$ cat src/modexp_pkg.sv
// Shared types for the modular exponentiation unit.
package modexp_pkg;

   typedef enum logic [1:0] {
      OP_REDUCE,
      OP_ACCUM,
      OP_DOUBLE
   } op_type;

endpackage

$ cat src/modexp_modadd.sv
// Shared modular adder: operand select, wide add with carry-in and conditional subtract.
module modexp_modadd #(
   parameter int WIDTH = 63
) (
   input  modexp_pkg::op_type op,
   input  logic [WIDTH-1:0]   modulus,
   input  logic [WIDTH-1:0]   sq_value,
   input  logic [WIDTH-1:0]   mul_acc,
   input  logic [WIDTH-1:0]   addend,
   input  logic               carry,
   output logic [WIDTH-1:0]   result
);

   logic [WIDTH-1:0] opa;
   logic [WIDTH-1:0] opb;
   logic             cin;
   logic [WIDTH:0]   sum;
   logic [WIDTH:0]   diff;

   always_comb begin
      unique case (op)
         modexp_pkg::OP_REDUCE: begin
            opa = sq_value;
            opb = sq_value;
            cin = carry;
         end
         modexp_pkg::OP_ACCUM: begin
            opa = mul_acc;
            opb = addend;
            cin = 1'b0;
         end
         modexp_pkg::OP_DOUBLE: begin
            opa = addend;
            opb = addend;
            cin = 1'b0;
         end
         default: begin
            opa = '0;
            opb = '0;
            cin = 1'b0;
         end
      endcase
   end

   // both operands below the modulus, so one subtraction reduces the sum
   assign sum    = {1'b0, opa} + {1'b0, opb} + {{WIDTH{1'b0}}, cin};
   assign diff   = sum - {1'b0, modulus};
   assign result = (sum >= {1'b0, modulus}) ? diff[WIDTH-1:0] : sum[WIDTH-1:0];

endmodule

$ cat src/modular_exponentiation_unit.sv
// Modular exponentiation top level: sequencer, operand registers and configuration register.
// Computes req_base_value ^ req_exponent mod csr modulus, one request at a time. A request is
// taken when start is high and busy is low; busy stays high until the result has been shown.
// The result appears on rsp_power_result for exactly one cycle with rsp_valid high and must be
// captured then, as the receiver cannot stall the block. All arithmetic runs through a single
// modular adder, one add per cycle: the base is first reduced bit by bit, MSB first, then each
// modular product takes a setup step, a doubling step per multiplier bit below its highest set
// bit, an accumulate step per set bit and a final step, so latency is data dependent. A zero
// modulus returns 0 in the cycle right after the request is taken.
// The modulus may be written only while busy is low; it resets to 1.
module modular_exponentiation_unit #(
   parameter int WIDTH = 63
) (
   input  logic             clock,
   input  logic             reset,
   input  logic             start,
   output logic             busy,
   input  logic [WIDTH-1:0] req_base_value,
   input  logic [WIDTH-1:0] req_exponent,
   output logic             rsp_valid,
   output logic [WIDTH-1:0] rsp_power_result,
   input  logic             csr_write_enable,
   input  logic [WIDTH-1:0] csr_write_data
);

   localparam int CNT_W = $clog2(WIDTH + 1);

   typedef enum logic [2:0] {
      ST_IDLE,
      ST_REDUCE,
      ST_EXP,
      ST_MUL,
      ST_DONE
   } state_type;

   state_type          state_ff, state_in;
   logic [WIDTH-1:0]   mod_ff, mod_in;
   logic [WIDTH-1:0]   base_ff, base_in;
   logic [WIDTH-1:0]   exp_ff, exp_in;
   logic [WIDTH-1:0]   acc_ff, acc_in;
   logic [WIDTH-1:0]   sq_ff, sq_in;
   logic [WIDTH-1:0]   mul_acc_ff, mul_acc_in;
   logic [WIDTH-1:0]   addend_ff, addend_in;
   logic [WIDTH-1:0]   mult_ff, mult_in;
   logic               square_ff, square_in;
   logic [CNT_W-1:0]   cnt_ff, cnt_in;
   modexp_pkg::op_type op;
   logic [WIDTH-1:0]   unit_result;

   modexp_modadd #(
      .WIDTH(WIDTH)
   ) u_modadd (
      .op      (op),
      .modulus (mod_ff),
      .sq_value(sq_ff),
      .mul_acc (mul_acc_ff),
      .addend  (addend_ff),
      .carry   (base_ff[WIDTH-1]),
      .result  (unit_result)
   );

   always_comb begin
      if (state_ff == ST_REDUCE) begin
         op = modexp_pkg::OP_REDUCE;
      end else if (mult_ff[0]) begin
         op = modexp_pkg::OP_ACCUM;
      end else begin
         op = modexp_pkg::OP_DOUBLE;
      end
   end

   always_comb begin
      state_in   = state_ff;
      mod_in     = mod_ff;
      base_in    = base_ff;
      exp_in     = exp_ff;
      acc_in     = acc_ff;
      sq_in      = sq_ff;
      mul_acc_in = mul_acc_ff;
      addend_in  = addend_ff;
      mult_in    = mult_ff;
      square_in  = square_ff;
      cnt_in     = cnt_ff;

      if (csr_write_enable) begin
         mod_in = csr_write_data;
      end

      unique case (state_ff)
         ST_IDLE: begin
            if (start) begin
               if (mod_ff == '0) begin
                  acc_in   = '0;
                  state_in = ST_DONE;
               end else begin
                  acc_in   = (mod_ff == WIDTH'(1)) ? '0 : WIDTH'(1);
                  base_in  = req_base_value;
                  exp_in   = req_exponent;
                  sq_in    = '0;
                  cnt_in   = CNT_W'(WIDTH);
                  state_in = ST_REDUCE;
               end
            end
         end
         ST_REDUCE: begin
            // base mod m, MSB first: r = 2r + bit, one conditional subtract
            sq_in   = unit_result;
            base_in = {base_ff[WIDTH-2:0], 1'b0};
            cnt_in  = cnt_ff - CNT_W'(1);
            if (cnt_ff == CNT_W'(1)) begin
               state_in = ST_EXP;
            end
         end
         ST_EXP: begin
            if (exp_ff == '0) begin
               state_in = ST_DONE;
            end else if (exp_ff[0]) begin
               mul_acc_in = '0;
               addend_in  = acc_ff;
               mult_in    = sq_ff;
               square_in  = 1'b0;
               exp_in     = {exp_ff[WIDTH-1:1], 1'b0};
               state_in   = ST_MUL;
            end else begin
               mul_acc_in = '0;
               addend_in  = sq_ff;
               mult_in    = sq_ff;
               square_in  = 1'b1;
               exp_in     = {1'b0, exp_ff[WIDTH-1:1]};
               state_in   = ST_MUL;
            end
         end
         ST_MUL: begin
            if (mult_ff == '0) begin
               if (square_ff) begin
                  sq_in = mul_acc_ff;
               end else begin
                  acc_in = mul_acc_ff;
               end
               state_in = ST_EXP;
            end else if (mult_ff[0]) begin
               mul_acc_in = unit_result;
               mult_in    = {mult_ff[WIDTH-1:1], 1'b0};
            end else begin
               addend_in = unit_result;
               mult_in   = {1'b0, mult_ff[WIDTH-1:1]};
            end
         end
         ST_DONE: begin
            state_in = ST_IDLE;
         end
         default: begin
            state_in = ST_IDLE;
         end
      endcase
   end

   always_ff @(posedge clock) begin
      if (reset) begin
         state_ff <= ST_IDLE;
         mod_ff   <= WIDTH'(1);
      end else begin
         state_ff <= state_in;
         mod_ff   <= mod_in;
      end
      base_ff    <= base_in;
      exp_ff     <= exp_in;
      acc_ff     <= acc_in;
      sq_ff      <= sq_in;
      mul_acc_ff <= mul_acc_in;
      addend_ff  <= addend_in;
      mult_ff    <= mult_in;
      square_ff  <= square_in;
      cnt_ff     <= cnt_in;
   end

   assign busy             = (state_ff != ST_IDLE);
   assign rsp_valid        = (state_ff == ST_DONE);
   assign rsp_power_result = acc_ff;

endmodule

$ cat config.mk
export PLATFORM = sky130hd
export DESIGN_NAME = modular_exponentiation_unit
export DESIGN_NICKNAME = d
export VERILOG_FILES = /design/src/modexp_pkg.sv /design/src/modexp_modadd.sv /design/src/modular_exponentiation_unit.sv
export SDC_FILE = /design/constraint.sdc
export NUM_CORES = 1
export LEC_CHECK = 0
export CAP_MARGIN = 15
export CORE_ASPECT_RATIO = 1.5
export CORE_UTILIZATION = 40
export DETAILED_ROUTE_END_ITERATION = 10
export DONT_BUFFER_PORTS = 1
export SETUP_SLACK_MARGIN = 0.02
export SKIP_LAST_GASP = 1
export SYNTH_ARGS = -nofsm -noshare
export SYNTH_HDL_FRONTEND = slang
export SYNTH_SLANG_ARGS = --single-unit
$ cat constraint.sdc
create_clock -name clock -period 8.34 [get_ports clock]
set_input_delay 0.417 -clock clock [delete_from_list [all_inputs] [get_ports clock]]
set_output_delay 0.417 -clock clock [all_outputs]
set_load 0.01 [all_outputs]
* Word level (Yosys, flattened, before mapping)
Cells that the tools add are included.
** Storage, ports and cells
- Register bits after elaboration :: 514
- Input bits :: 193
- Word-level logic and storage cells :: 108
** Cells by class
- Add/sub/neg operators :: 4
- Order comparisons :: 1
- Equal/unequal tests :: 19
- Muxes and demuxes :: 48
- Bitwise operators :: 1
- Reductions and logical operators :: 22
** Operators by type and width (number)
- 63-bit two-way mux :: 24
- 63-bit case mux with 2 select lines :: 7
- 63-bit case mux with 3 select lines :: 2
- 63-bit logical NOT :: 3
- 63-bit by 63-bit adder with 64-bit output :: 1
- 64-bit by 1-bit adder with 64-bit output :: 1
- 64-bit by 63-bit >= comparator with 1-bit output :: 1
- 63-bit by 1-bit equality test with 1-bit output, second input constant :: 1
- 63-bit subtractor :: 1
- 2-bit != test, second input constant :: 10
- 4-bit AND reduction :: 4
- 3-bit two-way mux :: 5
- 6-bit two-way mux :: 2
- 3-bit case mux with 4 select lines :: 1
- 6-bit case mux with 2 select lines :: 1
- 5-bit AND reduction :: 2
- 3-bit AND reduction :: 3
- 2-bit nonzero test :: 4
- 3-bit by 2-bit equality test with 1-bit output, second input constant :: 2
- 6-bit by 1-bit equality test with 1-bit output, second input constant :: 1
- 3-bit nonzero test :: 2
- 6-bit by 1-bit subtractor with 6-bit output, second input constant :: 1
- 1-bit two-way mux :: 4
- 2-bit two-way mux :: 2
- other kinds (10) :: 10

* Logic depth before layout (Yosys ltp)
- Depth in word-level cells :: 12
- Depth in mapped cells :: 33
- Gate-level depth less buffers :: 26

* Hierarchy
A second synthesis with hierarchy kept.
** Second synthesis, totals
- Cell total of the unflattened synthesis :: 3157
- Area, all modules :: 31545.3 sq um
** Modules (own cells, without submodules)
- modular_exponentiation_unit :: times used 1, cells an instance 1633, area each 21688.3 sq um, seq. area each 14774.2 sq um
- modexp_modadd :: times used 1, cells an instance 1524, area each 9857.0 sq um, seq. area each 0.0 sq um

* Least setup slack after synthesis
OpenSTA, ideal clock, no wires.
- Kind :: flip-flop to flip-flop
- From :: register state_ff[0]
- To :: register addend_ff[0] (enable)
- Setup time :: 0.651 ns
- Data arrival time :: 7.650 ns
- Data required time :: 7.689 ns
- Path slack :: 0.039 ns
- Stages on the path, launching flop included :: 10
- Period minus slack after synthesis :: 8.301 ns
- Cells stage by stage :: dfxtp_1 > clkbuf_1 > nor2b_1 > clkbuf_1 > nand2_1 > clkbuf_1 > clkbuf_1 > nor2_1 > nor2_1 > a21oi_1
** On the way
- Word-level cells in the longest chain between the ends :: 3
** RTL lines
- start: declaration :: line modular_exponentiation_unit.sv:36 : state_type state_ff, state_in;
- start signal: assignment :: line modular_exponentiation_unit.sv:163 : state_ff <= state_in;
- 3-bit by 2-bit equality test with 1-bit output :: line modular_exponentiation_unit.sv:89 : unique case (state_ff)
- 2-bit != test (no source line) / 2-bit nonzero test (equally long branches)
- 4-bit AND reduction (no source line) (*)
- end signal: assignment :: line modular_exponentiation_unit.sv:171 : addend_ff <= addend_in;
- end: declaration :: line modular_exponentiation_unit.sv:43 : logic [WIDTH-1:0] addend_ff, addend_in;
Every way passes the cells marked *; elsewhere a longest branch is shown, timed or not.
A chain may end at the register's enable or synchronous reset.

* Worst setup path in the final report
- From :: register state_ff[2]
- To :: register addend_ff[38] (data pin)
** On the way
- Word-level cells in the longest chain between the ends :: 12
** RTL lines
- 3-bit by 1-bit equality test with 1-bit output :: line modular_exponentiation_unit.sv:63 : if (state_ff == ST_REDUCE) begin
- 2-bit two-way mux :: line modular_exponentiation_unit.sv:63
- 2-bit by 1-bit equality test with 1-bit output / 2-bit equality test (equally long branches) :: line modexp_modadd.sv:21 : unique case (op)
- 2-bit OR reduction (no source line)
- 63-bit case mux with 2 select lines :: line modexp_modadd.sv:21
- 63-bit by 63-bit adder with 64-bit output :: line modexp_modadd.sv:46 : assign sum = {1'b0, opa} + {1'b0, opb} + {{WIDTH{1'b0}}, cin};
- 64-bit by 1-bit adder with 64-bit output :: line modexp_modadd.sv:46
- 63-bit subtractor / 64-bit by 63-bit >= comparator with 1-bit output (equally long branches) :: line modexp_modadd.sv:47, modexp_modadd.sv:48
- 63-bit two-way mux :: line modexp_modadd.sv:48 : assign result = (sum >= {1'b0, modulus}) ? diff[WIDTH-1:0] : sum[WIDTH-1:0];
- 63-bit two-way mux :: line modular_exponentiation_unit.sv:141 : end else if (mult_ff[0]) begin
- 63-bit two-way mux :: line modular_exponentiation_unit.sv:134 : if (mult_ff == '0) begin
- 63-bit case mux with 2 select lines (*) :: line modular_exponentiation_unit.sv:89
- named net addend_in[38] :: line modular_exponentiation_unit.sv:43
The timed path passes the listed nets; every way through them passes the cells marked *. The select of a mux whose other input is x is not followed.

==> flow_summary.ini <==
[run]
drv_cap = 0

[die]
die_h_um = 350.6
start_util_pct = 40.45
dieWidth_um = 234.4
fp.coreArea_um2 = 80090
num_io_pins = 258
num_rows = 127
die-area_um2 = 82160

[routing]
wl_met3_um = 6871
vias = 27520
route.top_layer_used = met4
routed_via_density = 5.778
wl_per_cell_um = 23.16
drt_iter0_drc = 2094
wl_met2_um = 53650
drtAntennaViolNets = 0
finalWirelength_um = 110300
drt_pass1_iterations = 5
route.detailed.drc = 0
m1WireLength_um = 45560

[finish]
postLayoutCoreUtil_pct = 47.26
area_growth_pct = 16.81
fin_nets = 4011
nFillCells = 7671
antenna_cells = 0
final_cell_count_no_fill = 4763
drive_gt1_share_pct = 6.218

[global_routing]
grt_pass1_vias = 27325
antenna_found_initial = 0
track_usage_pct = 26.22
grt_first_pass_wirelength_um = 164800
grt_max_degree = 127
grt-ovfl-total = 0

[status]
status = finished, final reports clean

[clock_network]
ctsHtreeMaxLevel = 2
cts_buffer_depth = 3
ctsResizeCount = 0
root_buffer = clkbuf_16
clock_sinks = 514
clk_pin_slew_ns = 0.06
hold_buffers = 252
post_cts_buffers = 0
numCtsBuffers = 53
cts_tree = built
clkLatencyLatePin_ns = 0.64

[sta]
worst_pin_slew_ns = 1.240
hold_ws_ns = 0.03672
rsz0062_at_grt = no
setup_ws_ns = 0.5925
tns_ns = 0
timing.slew.headroom_pct = 16.66
drv_slew = 0
fin_crit_ns = 7.748
setup_viol_count_final = 0
hold_viol = 0
fin_skew_ns = 0.02258
min_period_over_period_pct = 92.90
clock.fmax_mhz = 129.1

[synth]
ys_ff_latch = 514
seq_area_frac_synth_pct = 45.60
postSynthCellCount = 3512
syn_nets = 3835
synth.distinct_cells = 93
netlist_area_um2 = 32400
synth_edf_count = 448
async_reset_ff_share_pct = 0
synth_flop_cell = edfxtp_1
avgSynthCellArea_um2 = 9.225
ys.warnings.count = 0

[placed_design]
port_buffers = 0
place.gp.congestion = 0.9486
place_worst_setup_slack_ns = 0.6646
placed_cells = 4413
hpwlAfterDp_um = 79890

[power]
power_leakage_nw = 15.25
p_per_area_nw_per_um2 = 417.5
ir_worst_vdd_mv = 0.2085

[min_path]
min_path_type = input pin to flop

[setup_path]
crit_fanout = 34
crit_arrival_ns = 8.09
crit_type = flop to flop
end_kind = flop
start_kind = flop
cp_data_required_time_ns = 8.69
## registers in the layout, indices dropped and copies added, names as in the netlist
name,cells
square_ff,1
state_ff,3
exp_ff,63
cnt_ff,6
rsp_power_result,63
base_ff,63
mul_acc_ff,63
addend_ff,63
mod_ff,63
sq_ff,63
mult_ff,63
## cells by family (layout without fill, tap and decap cells)
kind of cell	Yosys count	count (layout)	synth area share [%]
xor+xnor	107	107	2.893
flops	514	514	45.60
buf+inv	305	524	3.769
mux	192	192	5.982
compound gates	816	816	16.17
fa+ha+maj	130	130	5.090
simple gates	1448	1448	20.49
## through the flow
stage               cell area, um^2  power [mW]
floorplan                     32400       10.13
global placement              33600       13.16
detailed placement            33600       13.16
CTS                           37850       15.71
global route                  37850       16.74
finish                        37850       15.80
## final cells by class
type	count	area [um^2]	area share, %
clock inverters	35	267.8	0.7075
inverters	95	356.6	0.9422
clock buffers	63	1438	3.799
repair buffers	331	3221	8.510
multi-input cells	2693	16500	43.59
flip-flops and latches	514	14780	39.04
well taps	1032	1291	3.412
## synthesized netlist by cell type, types with 50 or more instances
cell	n	share of area (%)
a211oi_1	66	1.5
o21ai_0	218	3.4
o21bai_1	98	2.3
edfxtp_1	448	42
xnor2_1	57	1.5
and3_1	75	1.4
nor2_1	226	2.6
nand3b_1	63	1.5
nor4_1	56	1.1
ha_1	127	4.9
xor2_1	50	1.4
clkbuf_1	185	2.1
inv_1	94	1.1
nor2b_1	55	1.1
nand2_1	758	8.8
a21o_1	54	1.3
mux2i_1	188	5.8
nand4_1	55	1.1
dfxtp_1	66	4.1
a21oi_1	213	3.3
## routing by layer
layer | track usage [%] | vias to the layer above
met5 | 0 | -
met4 | 10.06 | 0
met3 | 4.178 | 180
met2 | 45.15 | 937
met1 | 32.59 | 13363
li1 | - | 13040
## worst paths after layout
kind / from / end / slack [ns] / depth (start not counted)
max: state_ff[2] / addend_ff[38] / 0.59 / 27
min: start / state_ff[0] / 0.04 / 2
max reg2reg: state_ff[2] / addend_ff[38] / 0.59 / 27
min reg2reg: base_ff[56] / base_ff[57] / 0.51 / 2
## worst max-delay path: stages (launching register included)
cell,delay [ns]
dfxtp_1,0.39
nor2_1,0.26
nand2_4,0.32
buf_12,0.30
buf_4,0.22
nand2_1,0.09
nand2_1,0.06
ha_1,0.40
a21oi_1,0.29
o21ai_0,0.25
o2bb2ai_1,0.22
nor3_1,0.32
a2bb2oi_1,0.34
and2_1,0.25
a21oi_1,0.11
xnor2_1,0.46
ha_1,0.35
nand2_1,0.15
or3_4,0.44
nor4_2,0.26
nand4_1,0.17
a2111oi_4,0.50
or3_2,0.27
buf_12,0.19
buf_4,0.19
mux2i_1,0.33
nor2_2,0.06
o21bai_1,0.18
## placed cells by master, fill, tap and decap left out, drive strengths merged, types with 8 or more instances in the layout
cell / netlist / final
a211oi: 66 / 66
a21boi: 8 / 8
a21o: 54 / 54
a21oi: 216 / 216
a31oi: 21 / 21
and2: 28 / 28
and3: 75 / 75
buf: 24 / 80
clkbuf: 186 / 63
clkinv: 0 / 25
dfxtp: 66 / 66
dlygate4sd3: 0 / 251
edfxtp: 448 / 448
ha: 127 / 127
inv: 95 / 99
mux2i: 188 / 188
nand2: 759 / 759
nand2b: 9 / 9
nand3: 27 / 27
nand3b: 63 / 63
nand4: 55 / 55
nor2: 242 / 242
nor2b: 55 / 55
nor3: 47 / 47
nor4: 58 / 58
o211ai: 19 / 19
o21a: 16 / 16
o21ai: 225 / 225
o21bai: 100 / 100
o31ai: 11 / 11
or3: 12 / 12
xnor2: 57 / 57
xor2: 50 / 50
## power by group
group          total (mW)  switching, mW  internal (mW)
registers            3.75          0.313           3.43
logic                9.65           6.20           3.45
clock network        2.41           1.08           1.33
No activity file was read; power rests on OpenSTA's default activity.
